===== src/rtl/assert_macros.svh =====
// Assertion helpers shared by the RTL. Each macro expects clk_i and rst_ni
// to be visible where it is used.
`ifndef ASSERT_MACROS_SVH
`define ASSERT_MACROS_SVH

// Clocked property, switched off while reset is asserted.
`define ASSERT_CLK(lbl, prop, msg) \
  lbl: assert property (@(posedge clk_i) disable iff (!rst_ni) (prop)) else $error(msg);

// Invariant that must hold at every clock edge out of reset.
`define ASSERT_ALWAYS(lbl, expr, msg) \
  `ASSERT_CLK(lbl, (expr), msg)

`endif


===== src/rtl/sws_pkg.sv =====
package sws_pkg;

  // Sample and statistics width (unsigned, 8 fraction bits).
  localparam int unsigned SMP_W = 24;
  // Recent sum width and its saturation value.
  localparam int unsigned RS_W = 31;
  localparam logic [RS_W-1:0] RS_MAX = {RS_W{1'b1}};

  // Configuration port.
  localparam int unsigned CFG_IDX_W  = 1;
  localparam int unsigned CFG_DATA_W = 8;
  localparam logic [CFG_IDX_W-1:0] CFG_PAUSE  = 1'b0;
  localparam logic [CFG_IDX_W-1:0] CFG_RECENT = 1'b1;
  localparam logic [CFG_DATA_W-1:0] RECENT_RESET = 8'd60;

  localparam logic MODE_ADD   = 1'b0;
  localparam logic MODE_CLEAR = 1'b1;

  typedef enum logic [2:0] {
    ST_CLEAR,
    ST_IDLE,
    ST_RD_RCT,
    ST_UPD,
    ST_SCAN,
    ST_DIVLD,
    ST_DIV,
    ST_DONE
  } state_e;

endpackage


===== src/rtl/sws_if.sv =====
// Input channel: one sample or clear command per beat.
interface sws_in_if;
  logic                     valid;
  logic                     ready;
  logic                     mode;
  logic [sws_pkg::SMP_W-1:0] sample;

  modport source (output valid, mode, sample, input ready);
  modport sink   (input valid, mode, sample, output ready);
endinterface

// Output channel: one set of statistics per beat.
interface sws_out_if;
  logic                     valid;
  logic                     ready;
  logic                     updated;
  logic [sws_pkg::SMP_W-1:0] window_average;
  logic [sws_pkg::SMP_W-1:0] recent_average;
  logic [sws_pkg::SMP_W-1:0] window_min;
  logic [sws_pkg::SMP_W-1:0] window_max;

  modport source (output valid, updated, window_average, recent_average, window_min,
                  window_max, input ready);
  modport sink   (input valid, updated, window_average, recent_average, window_min,
                  window_max, output ready);
endinterface


===== src/rtl/sliding_window_stats.sv =====
// Sliding-window statistics over one unsigned measurement (24 bits, 8 fraction
// bits). The last WINDOW samples sit in a ring memory with one write port and
// a registered read port. WINDOW is a power of two. Each input beat either
// adds a sample (mode 0; while paused the sample is dropped and the beat is
// marked not updated) or clears the window sum, minimum, maximum and ring
// entries (mode 1; the recent sum is kept), and yields exactly one output beat
// carrying the window average, the recent average over the newest recent_count
// samples, and the window minimum and maximum. One item is processed at a
// time; input ready is high only while the block is idle, but a finished
// result waits in an output register so the next item can be taken before it
// is consumed. A sample that retires the current minimum or maximum also
// rescans the memory, reading one entry per cycle, and a clear sweeps the
// memory, writing one entry per cycle. Every item passes the bit-serial
// divider for the recent average, which yields one quotient bit per cycle
// over the RS_W (31) bits of the recent sum. The window average is the window
// sum shifted right by log2 WINDOW and costs no time. After reset a clearing
// pass writes zero to every entry, during which no input beat is accepted;
// configuration writes are taken at any time.

`include "assert_macros.svh"

module sliding_window_stats #(
  parameter int unsigned WINDOW = 128
) (
  input  logic                              clk_i,
  input  logic                              rst_ni,
  input  logic                              cfg_we_i,
  input  logic [sws_pkg::CFG_IDX_W-1:0]     cfg_idx_i,
  input  logic [sws_pkg::CFG_DATA_W-1:0]    cfg_data_i,
  sws_in_if.sink                            in_i,
  sws_out_if.source                         out_o
);

  localparam int unsigned SMP_W = sws_pkg::SMP_W;
  localparam int unsigned RS_W  = sws_pkg::RS_W;
  // Ring address, and a counter one bit wider so that it can hold WINDOW.
  localparam int unsigned AW    = $clog2(WINDOW);
  localparam int unsigned PW    = AW + 1;
  // Divisor width: the recent count is at most WINDOW.
  localparam int unsigned DIV_W = $clog2(WINDOW + 1);
  // The window sum is exact and never exceeds WINDOW * (2^SMP_W - 1).
  localparam int unsigned WS_W  = SMP_W + AW;
  localparam int unsigned DVD_W = RS_W;
  localparam int unsigned DC_W  = $clog2(DVD_W);

  // Ring memory.
  logic [SMP_W-1:0] ring_q [WINDOW];
  logic [SMP_W-1:0] rd_data_q;
  logic             mem_we;
  logic             mem_re;
  logic [AW-1:0]    mem_waddr;
  logic [AW-1:0]    mem_raddr;
  logic [SMP_W-1:0] mem_wdata;

  // Control and statistics state.
  sws_pkg::state_e  state_q, state_d;
  logic [PW-1:0]    cnt_q, cnt_d;
  logic             scan_vld_q, scan_vld_d;
  logic             clr_item_q, clr_item_d;
  logic [AW-1:0]    ptr_q, ptr_d;
  logic [WS_W-1:0]  ws_q, ws_d;
  logic [RS_W-1:0]  rs_q, rs_d;
  logic [SMP_W-1:0] cur_min_q, cur_min_d;
  logic [SMP_W-1:0] cur_max_q, cur_max_d;
  logic [SMP_W-1:0] scan_min_q, scan_min_d;
  logic [SMP_W-1:0] scan_max_q, scan_max_d;
  logic [SMP_W-1:0] smp_q, smp_d;
  logic [SMP_W-1:0] old_q, old_d;
  logic             upd_q, upd_d;

  // Configuration registers.
  logic                           pause_q, pause_d;
  logic [sws_pkg::CFG_DATA_W-1:0] rcount_q, rcount_d;

  // Bit-serial restoring divider for the recent average.
  logic [DVD_W-1:0] dvd_q, dvd_d;
  logic [DIV_W:0]   rem_q, rem_d;
  logic [DIV_W-1:0] dvs_q, dvs_d;
  logic [DC_W-1:0]  dcnt_q, dcnt_d;
  logic [SMP_W-1:0] ravg_q, ravg_d;

  // Output register.
  logic             out_vld_q, out_vld_d;
  logic             o_upd_q, o_upd_d;
  logic [SMP_W-1:0] o_wavg_q, o_wavg_d;
  logic [SMP_W-1:0] o_ravg_q, o_ravg_d;
  logic [SMP_W-1:0] o_min_q, o_min_d;
  logic [SMP_W-1:0] o_max_q, o_max_d;

  // Helpers.
  logic [DIV_W-1:0] eff_n;
  logic [PW-1:0]    p_ext;
  logic [PW-1:0]    n_ext;
  logic [PW-1:0]    ridx_ext;
  logic [RS_W-1:0]  rs_sub;
  logic [RS_W:0]    rs_add;
  logic [DIV_W:0]   rem_sh;
  logic             rem_ge;
  logic [DVD_W-1:0] dvd_next;

  // The effective recent count: zero acts as one, anything above WINDOW
  // is clipped to WINDOW.
  always_comb begin
    if (rcount_q == '0) begin
      eff_n = DIV_W'(1);
    end else if (int'(rcount_q) > int'(WINDOW)) begin
      eff_n = DIV_W'(WINDOW);
    end else begin
      eff_n = DIV_W'(rcount_q);
    end
  end

  // Entry that falls out of the recent span: (ptr - n) modulo WINDOW.
  assign p_ext    = {1'b0, ptr_q};
  assign n_ext    = PW'(eff_n);
  assign ridx_ext = (p_ext >= n_ext) ? (p_ext - n_ext) : (p_ext + PW'(WINDOW) - n_ext);

  // Recent sum update: saturating subtract of the retired recent sample,
  // then saturating add of the new one. rd_data_q holds that sample in ST_UPD.
  assign rs_sub = (rs_q >= RS_W'(rd_data_q)) ? (rs_q - RS_W'(rd_data_q)) : '0;
  assign rs_add = {1'b0, rs_sub} + (RS_W + 1)'(smp_q);

  // One divider step: shift in the next dividend bit and subtract if it fits.
  assign rem_sh   = {rem_q[DIV_W-1:0], dvd_q[DVD_W-1]};
  assign rem_ge   = (rem_sh >= {1'b0, dvs_q});
  assign dvd_next = {dvd_q[DVD_W-2:0], rem_ge};

  assign in_i.ready           = (state_q == sws_pkg::ST_IDLE);
  assign out_o.valid          = out_vld_q;
  assign out_o.updated        = o_upd_q;
  assign out_o.window_average = o_wavg_q;
  assign out_o.recent_average = o_ravg_q;
  assign out_o.window_min     = o_min_q;
  assign out_o.window_max     = o_max_q;

  always_comb begin
    state_d    = state_q;
    cnt_d      = cnt_q;
    scan_vld_d = scan_vld_q;
    clr_item_d = clr_item_q;
    ptr_d      = ptr_q;
    ws_d       = ws_q;
    rs_d       = rs_q;
    cur_min_d  = cur_min_q;
    cur_max_d  = cur_max_q;
    scan_min_d = scan_min_q;
    scan_max_d = scan_max_q;
    smp_d      = smp_q;
    old_d      = old_q;
    upd_d      = upd_q;
    pause_d    = pause_q;
    rcount_d   = rcount_q;
    dvd_d      = dvd_q;
    rem_d      = rem_q;
    dvs_d      = dvs_q;
    dcnt_d     = dcnt_q;
    ravg_d     = ravg_q;
    out_vld_d  = out_vld_q;
    o_upd_d    = o_upd_q;
    o_wavg_d   = o_wavg_q;
    o_ravg_d   = o_ravg_q;
    o_min_d    = o_min_q;
    o_max_d    = o_max_q;
    mem_we     = 1'b0;
    mem_re     = 1'b0;
    mem_waddr  = ptr_q;
    mem_raddr  = ptr_q;
    mem_wdata  = smp_q;

    if (cfg_we_i) begin
      case (cfg_idx_i)
        sws_pkg::CFG_PAUSE:  pause_d  = cfg_data_i[0];
        sws_pkg::CFG_RECENT: rcount_d = cfg_data_i;
        default: ;
      endcase
    end

    if (out_o.ready) begin
      out_vld_d = 1'b0;
    end

    case (state_q)
      sws_pkg::ST_CLEAR: begin
        // Zero one ring entry per cycle.
        mem_we    = 1'b1;
        mem_waddr = cnt_q[AW-1:0];
        mem_wdata = '0;
        cnt_d     = cnt_q + PW'(1);
        if (cnt_q == PW'(WINDOW - 1)) begin
          cnt_d = '0;
          if (clr_item_q) begin
            state_d = sws_pkg::ST_DIVLD;
          end else begin
            state_d = sws_pkg::ST_IDLE;
          end
        end
      end

      sws_pkg::ST_IDLE: begin
        if (in_i.valid) begin
          smp_d      = in_i.sample;
          // Fetch the oldest entry straight away; it is unused on other paths.
          mem_re     = 1'b1;
          mem_raddr  = ptr_q;
          if (in_i.mode == sws_pkg::MODE_CLEAR) begin
            clr_item_d = 1'b1;
            cnt_d      = '0;
            ws_d       = '0;
            cur_min_d  = '0;
            cur_max_d  = '0;
            upd_d      = 1'b1;
            state_d    = sws_pkg::ST_CLEAR;
          end else if (pause_q) begin
            upd_d   = 1'b0;
            state_d = sws_pkg::ST_DIVLD;
          end else begin
            upd_d   = 1'b1;
            state_d = sws_pkg::ST_RD_RCT;
          end
        end
      end

      sws_pkg::ST_RD_RCT: begin
        old_d     = rd_data_q;
        mem_re    = 1'b1;
        mem_raddr = ridx_ext[AW-1:0];
        state_d   = sws_pkg::ST_UPD;
      end

      sws_pkg::ST_UPD: begin
        ws_d = ws_q - WS_W'(old_q) + WS_W'(smp_q);
        if (rs_add > (RS_W + 1)'(sws_pkg::RS_MAX)) begin
          rs_d = sws_pkg::RS_MAX;
        end else begin
          rs_d = rs_add[RS_W-1:0];
        end
        mem_we    = 1'b1;
        mem_waddr = ptr_q;
        mem_wdata = smp_q;
        ptr_d     = (ptr_q == AW'(WINDOW - 1)) ? '0 : (ptr_q + AW'(1));
        if ((old_q == cur_min_q) || (old_q == cur_max_q)) begin
          // The retired sample was an extreme: rebuild both from the ring.
          scan_min_d = '1;
          scan_max_d = '0;
          scan_vld_d = 1'b0;
          cnt_d      = '0;
          state_d    = sws_pkg::ST_SCAN;
        end else begin
          cur_min_d = (smp_q < cur_min_q) ? smp_q : cur_min_q;
          cur_max_d = (smp_q > cur_max_q) ? smp_q : cur_max_q;
          state_d   = sws_pkg::ST_DIVLD;
        end
      end

      sws_pkg::ST_SCAN: begin
        // Each read is compared in the cycle after it is issued.
        if (cnt_q != PW'(WINDOW)) begin
          mem_re    = 1'b1;
          mem_raddr = cnt_q[AW-1:0];
          cnt_d     = cnt_q + PW'(1);
        end
        scan_vld_d = (cnt_q != PW'(WINDOW));
        if (scan_vld_q) begin
          scan_min_d = (rd_data_q < scan_min_q) ? rd_data_q : scan_min_q;
          scan_max_d = (rd_data_q > scan_max_q) ? rd_data_q : scan_max_q;
        end
        if ((cnt_q == PW'(WINDOW)) && !scan_vld_q) begin
          cur_min_d = (smp_q < scan_min_q) ? smp_q : scan_min_q;
          cur_max_d = (smp_q > scan_max_q) ? smp_q : scan_max_q;
          cnt_d     = '0;
          state_d   = sws_pkg::ST_DIVLD;
        end
      end

      sws_pkg::ST_DIVLD: begin
        dvd_d   = DVD_W'(rs_q);
        dvs_d   = eff_n;
        rem_d   = '0;
        dcnt_d  = '0;
        state_d = sws_pkg::ST_DIV;
      end

      sws_pkg::ST_DIV: begin
        rem_d  = rem_ge ? (rem_sh - {1'b0, dvs_q}) : rem_sh;
        dvd_d  = dvd_next;
        dcnt_d = dcnt_q + DC_W'(1);
        if (dcnt_q == DC_W'(DVD_W - 1)) begin
          if (|dvd_next[DVD_W-1:SMP_W]) begin
            ravg_d = '1;
          end else begin
            ravg_d = dvd_next[SMP_W-1:0];
          end
          state_d = sws_pkg::ST_DONE;
        end
      end

      sws_pkg::ST_DONE: begin
        if (!out_vld_q || out_o.ready) begin
          out_vld_d  = 1'b1;
          o_upd_d    = upd_q;
          o_wavg_d   = ws_q[WS_W-1:AW];
          o_ravg_d   = ravg_q;
          o_min_d    = cur_min_q;
          o_max_d    = cur_max_q;
          clr_item_d = 1'b0;
          state_d    = sws_pkg::ST_IDLE;
        end
      end

      default: begin
        state_d = sws_pkg::ST_IDLE;
      end
    endcase
  end

  always_ff @(posedge clk_i or negedge rst_ni) begin
    if (!rst_ni) begin
      state_q    <= sws_pkg::ST_CLEAR;
      cnt_q      <= '0;
      scan_vld_q <= 1'b0;
      clr_item_q <= 1'b0;
      ptr_q      <= '0;
      ws_q       <= '0;
      rs_q       <= '0;
      cur_min_q  <= '0;
      cur_max_q  <= '0;
      upd_q      <= 1'b0;
      pause_q    <= 1'b0;
      rcount_q   <= sws_pkg::RECENT_RESET;
      dcnt_q     <= '0;
      rem_q      <= '0;
      out_vld_q  <= 1'b0;
    end else begin
      state_q    <= state_d;
      cnt_q      <= cnt_d;
      scan_vld_q <= scan_vld_d;
      clr_item_q <= clr_item_d;
      ptr_q      <= ptr_d;
      ws_q       <= ws_d;
      rs_q       <= rs_d;
      cur_min_q  <= cur_min_d;
      cur_max_q  <= cur_max_d;
      upd_q      <= upd_d;
      pause_q    <= pause_d;
      rcount_q   <= rcount_d;
      dcnt_q     <= dcnt_d;
      rem_q      <= rem_d;
      out_vld_q  <= out_vld_d;
    end
  end

  // Datapath registers without reset.
  always_ff @(posedge clk_i) begin
    scan_min_q <= scan_min_d;
    scan_max_q <= scan_max_d;
    smp_q      <= smp_d;
    old_q      <= old_d;
    dvd_q      <= dvd_d;
    dvs_q      <= dvs_d;
    ravg_q     <= ravg_d;
    o_upd_q    <= o_upd_d;
    o_wavg_q   <= o_wavg_d;
    o_ravg_q   <= o_ravg_d;
    o_min_q    <= o_min_d;
    o_max_q    <= o_max_d;
  end

  // Ring memory: one write and one registered read per cycle.
  always_ff @(posedge clk_i) begin
    if (mem_we) begin
      ring_q[mem_waddr] <= mem_wdata;
    end
    if (mem_re) begin
      rd_data_q <= ring_q[mem_raddr];
    end
  end

  `ASSERT_CLK(a_accept_leaves_idle, (in_i.valid && in_i.ready) |=> (state_q != sws_pkg::ST_IDLE), "accepted beat did not start processing")
  `ASSERT_CLK(a_rem_below_divisor, (state_q == sws_pkg::ST_DIV) |-> (rem_q < {1'b0, dvs_q}), "divider remainder not below divisor")
  `ASSERT_CLK(a_result_from_done, $rose(out_vld_q) |-> $past(state_q == sws_pkg::ST_DONE), "result raised outside the finishing state")
  `ASSERT_ALWAYS(a_min_le_max, cur_min_q <= cur_max_q, "window minimum above window maximum")

endmodule

===== src/flat_wrapper.sv =====
// flat-port wrapper written by rule: the top's interface ports become plain ports
module sliding_window_stats_flat 
#(
  parameter int unsigned WINDOW = 128
)
  (clk_i, rst_ni, cfg_we_i, cfg_idx_i, cfg_data_i, in_i_valid, in_i_mode, in_i_sample, in_i_ready, out_o_valid, out_o_updated, out_o_window_average, out_o_recent_average, out_o_window_min, out_o_window_max, out_o_ready);
  sws_in_if in_i_i ();
  sws_out_if out_o_i ();
  input  logic clk_i;
  input  logic rst_ni;
  input  logic cfg_we_i;
  input  logic [sws_pkg::CFG_IDX_W-1:0] cfg_idx_i;
  input  logic [sws_pkg::CFG_DATA_W-1:0] cfg_data_i;
  input wire logic [$bits(in_i_i.valid)-1:0] in_i_valid;
  input wire logic [$bits(in_i_i.mode)-1:0] in_i_mode;
  input wire logic [$bits(in_i_i.sample)-1:0] in_i_sample;
  output wire logic [$bits(in_i_i.ready)-1:0] in_i_ready;
  output wire logic [$bits(out_o_i.valid)-1:0] out_o_valid;
  output wire logic [$bits(out_o_i.updated)-1:0] out_o_updated;
  output wire logic [$bits(out_o_i.window_average)-1:0] out_o_window_average;
  output wire logic [$bits(out_o_i.recent_average)-1:0] out_o_recent_average;
  output wire logic [$bits(out_o_i.window_min)-1:0] out_o_window_min;
  output wire logic [$bits(out_o_i.window_max)-1:0] out_o_window_max;
  input wire logic [$bits(out_o_i.ready)-1:0] out_o_ready;
  assign in_i_i.valid = in_i_valid;
  assign in_i_i.mode = in_i_mode;
  assign in_i_i.sample = in_i_sample;
  assign in_i_ready = in_i_i.ready;
  assign out_o_valid = out_o_i.valid;
  assign out_o_updated = out_o_i.updated;
  assign out_o_window_average = out_o_i.window_average;
  assign out_o_recent_average = out_o_i.recent_average;
  assign out_o_window_min = out_o_i.window_min;
  assign out_o_window_max = out_o_i.window_max;
  assign out_o_i.ready = out_o_ready;
  sliding_window_stats #(.WINDOW(WINDOW)) u_core (.clk_i(clk_i), .rst_ni(rst_ni), .cfg_we_i(cfg_we_i), .cfg_idx_i(cfg_idx_i), .cfg_data_i(cfg_data_i), .in_i(in_i_i), .out_o(out_o_i));
endmodule

===== config.mk =====
export PLATFORM = sky130hd
export DESIGN_NAME = sliding_window_stats_flat
export DESIGN_NICKNAME = d
export VERILOG_FILES = /design/src/rtl/sws_pkg.sv /design/src/rtl/sws_if.sv /design/src/rtl/sliding_window_stats.sv /design/src/flat_wrapper.sv
export VERILOG_INCLUDE_DIRS = /design/src /design/src/rtl
export SDC_FILE = /design/constraint.sdc
export NUM_CORES = 2
export LEC_CHECK = 0
export BUFFER_PORTS_ARGS = -buffer_cell sky130_fd_sc_hd__buf_2
export CAP_MARGIN = 15
export CORE_MARGIN = 2
export CORE_UTILIZATION = 55
export DETAILED_ROUTE_END_ITERATION = 6
export PLACE_DENSITY = 0.69
export RECOVER_POWER = 25
export SETUP_SLACK_MARGIN = 0.2
export SYNTH_ARGS = -nofsm -noshare
export SYNTH_HDL_FRONTEND = slang
export SYNTH_SLANG_ARGS = --single-unit

===== constraint.sdc =====
create_clock -name clk_i -period 10.1 [get_ports clk_i]
set_input_delay 1.01 -clock clk_i [delete_from_list [all_inputs] [get_ports clk_i]]
set_output_delay 1.01 -clock clk_i [all_outputs]
set_load 0.005 [all_outputs]

==> metrics.yaml <==
yosys-mux-area-fraction_pct: 0.724
wl_per_cell_um: 27.4
avgSynthCellArea_um2: 12.5
critPathMaxFanout: 86
critPathCaptureType: "register"
number_of_global_route_vias_before_repair: 94600
final_net_count: 12200
switching_power_uw: 5660
chipWidth_um: 523
post_synth_instance_area_mm2: 0.148
htreeDepth: 5
static-leakage-power_uw: 0.0568
placeableCoreArea_mm2: 0.268
critical_path_arrival_ns: 8.05
grt_start_max_net_pins: 182
post_route_cells_drive_above_1_share_pct: 9.05
finalClockSkew_ns: 0.0596
area_growth_pct: 11.0
drv.max_cap_violation_count: 33
placement.io_buffers: 137
synth-xor-area-share_pct: 0.828
place_inst: 15100
reg2reg_setup_slack_ns: 2.54
fillerInstances: 20100
switching_share_pct: 19.7
slew_violations: 1648
postRouteWirelength_mm: 431
synth.lib_cells_used.distinct: 87
vias_per_cell: 6.36
rsz0062_at_grt: "false"
ys_warn_count: 0
setup.worst_path.start_class: "register"
post-dp-hpwl_mm: 242
holdCritPathClass: "input port to register"
clock_tree_from_tritoncts: "built"
vdd_ir_drop_max_mv: 0.165
worst_pin_slew_ns: 5.36
synth.top_cells.by_area: "edfxtp_1 (68%), nand2_1 (8.2%), nand3_1 (5.0%), a311oi_1 (2.5%), dfrtp_1 (2.5%)"
synth_largest_type_area_fraction_pct: 68.0
period_share_pct: 74.9
ant_nets: 0
power_per_cell_area_mw_per_mm2: 174
synthFlopType: "edfxtp_1"
synth-edff-count: 3352
largest_family_of_logic_cells_by_synthesized_area: "simple AND/OR/NAND/NOR gates"
most_common_library_cell_in_the_layout_ignoring_fill_and_taps: "edfxtp_1"
failed_checks: "max-capacitance violations, max-slew violations"
fin_setup_tns_ns: 0
post-route-drc-count: 0
cts.root.buffer_cell: "clkbuf_16"
required_ns: 10.59
fmaxAchievable_mhz: 132
clock_sink_count: 3506
p_seq_share_pct: 54.7
io_pins: 138
ys_async_sr_fraction_pct: 4.39
synth.net_count: 12100
report.final.hold_viol_count: 0
netlist.top_cell.by_area: "edfxtp_1"
path_clk_slew_ns: 0.06
post_synth_inst_count: 11800
post-cts-setup-buffer-count: 0
initial_core_util_pct: 55.3
layout.cells.most_common_list: "edfxtp_1 (3352), nand2_1 (3239), nand3_1 (1468)"
holdBufCountCts: 0
clock_tree_buffer_depth: 4
place_congestion: 0.946
cts_resized: 0
ys_seq_elements: 3506
fin_cells: 15700
global_route.overflow_total: 0
synth_adder_area_share_pct: 2.40
final_core_utilization_pct: 61.3
grtUsageTotal_pct: 30.9
status: "complete, but fails checks"
dieArea_mm2: 0.273
min_period_ns: 7.56
internal_power_of_the_cells_uw: 23000
critical_path_type: "register to register"
initialDrtViolationCount: 14900
die_height_um: 523
clk-insertion-delay-late_ns: 0.94
numCtsBuffers: 357
ys_seq_area_share_pct: 70.6
grt_pass1_wl_mm: 626
rows: 190
pwr-share-clk_pct: 45.0
power_frac_comb_pct: 0.2
synth_area_in_compound_gates_pct: 6.44
post_synthesis_simple_gate_area_fraction_pct: 16.2
setup_viol_count_final: 0
detailroute.via_count: 100000
slew_headroom_pct: -257
grt_antenna_before_repair: 23
dr.pass1.iters: 6
## worst max-delay path: stages (launching register included)
cell      delay, ns
dfrtp_1        0.66
nor3_1         0.29
clkbuf_1       2.47
nor2_1         2.48
buf_4          1.07
## flip-flops by register name (all words and copies together), names as in the netlist, 7 cells and up
signal and flops:
u_core.ring_q 3072, u_core.dvd_q 31, u_core.rs_q 31, u_core.ws_q 31, u_core.cur_max_q 24, u_core.cur_min_q 24
u_core.old_q 24, u_core.out_o.recent_average 24, u_core.out_o.window_average 24, u_core.out_o.window_max 24, u_core.out_o.window_min 24, u_core.ravg_q 24
u_core.rd_data_q 24, u_core.scan_max_q 24, u_core.scan_min_q 24, u_core.smp_q 24, u_core.cnt_q 8, u_core.dvs_q 8
u_core.rcount_q 8, u_core.rem_q 8, u_core.ptr_q 7
## kinds of logic after synthesis
group | count (synthesis)
AND/OR/NAND/NOR | 5537
flip-flops | 3506
AO/OA/AOI/OAI | 1283
buffers and inverters | 1011
adder cells (fa/ha/maj) | 267
XOR/XNOR | 140
multiplexers | 97
## power by group through the flow
stage	sequential [uW]	combinational, uW	clock, uW
floorplan	16000	31.9	0
global placement	16000	66.3	0
detailed placement	16000	67.7	0
CTS	15700	68.4	13000
global route	15700	73.6	13600
finish	15700	66.7	12900
## area by class of cell
class	instances	area [um^2]	share of cell area, %
well taps	3552	4440	2.70
clock inverters	203	1990	1.21
diodes	8	20.0	0.0122
multi-input cells	7324	39900	24.3
clock buffers	430	9320	5.67
inverters	260	980	0.596
flip-flops and latches	3506	105000	63.6
repair buffers	439	3150	1.92
## Yosys cell counts, types with 7 or more instances
| cell | number |
|---|---|
| clkbuf_1 | 397 |
| o31ai_1 | 15 |
| buf_4 | 17 |
| or2_2 | 27 |
| and3_1 | 231 |
| mux2_2 | 41 |
| buf_2 | 257 |
| mux2i_1 | 52 |
| xnor2_1 | 55 |
| and2_1 | 10 |
| a211o_1 | 7 |
| nand3b_1 | 7 |
| nor3_1 | 55 |
| nor4_1 | 22 |
| nand3_1 | 1468 |
| dfrtp_1 | 150 |
| a21oi_1 | 144 |
| or3_1 | 12 |
| inv_1 | 257 |
| nor2_1 | 305 |
| a31oi_4 | 10 |
| o21ai_0 | 134 |
| a311oi_1 | 431 |
| a22o_1 | 8 |
| buf_1 | 76 |
| fa_1 | 28 |
| edfxtp_1 | 3352 |
| nand4_1 | 64 |
| nand2_1 | 3240 |
| o21bai_1 | 11 |
| nor2b_1 | 32 |
| xor2_1 | 85 |
| o31a_1 | 7 |
| a21o_1 | 95 |
| o21a_1 | 18 |
| ha_1 | 239 |
| nand2b_1 | 44 |
| a22oi_1 | 119 |
| a31oi_1 | 196 |
| a211oi_1 | 17 |
## per-stage QoR
| step | cell area, um^2 | hold slack (ns) | power [uW] | setup WS (ns) |
|---|---|---|---|---|
| 6_report | 164000 | 0.254 | 28700 | 2.54 |
| 5_1_grt | 164000 | 0.234 | 29300 | 1.40 |
| 4_1_cts | 165000 | 0.158 | 28800 | 3.27 |
| 3_5_place_dp | 153000 | 0.405 | 16100 | 3.27 |
| 3_3_place_gp | 153000 | 0.402 | 16100 | 2.81 |
| 2_1_floorplan | 148000 | 0.400 | 16000 | 4.19 |
## worst paths after layout
check                                  start                        endpoint  depth (start not counted)
hold reg to reg             u_core.ravg_q[0]  u_core.out_o.recent_average[0]                          0
setup / recovery           u_core.state_q[1]            u_core.ring_q[46][4]                          4
hold / removal               in_i_sample[11]                u_core.smp_q[11]                          1
setup reg to reg           u_core.state_q[1]            u_core.ring_q[46][4]                          4
max in group asynchronous             rst_ni                  u_core.ws_q[1]                          2
min in group asynchronous             rst_ni            u_core.cur_min_q[15]                          1
## metal layers
metal / up-vias / routed length [um] / track usage, % / part of all wire (%)
met4: 6 / 24900 / 15.9 / 5.8
met3: 1031 / 47900 / 5.88 / 11
met1: 49600 / 165000 / 42.8 / 38
met2: 6031 / 194000 / 46.9 / 45
met5: - / 47 / 0 / 0.011
li1: 43400 / - / - / -
(Power assumes the default switching activity.)
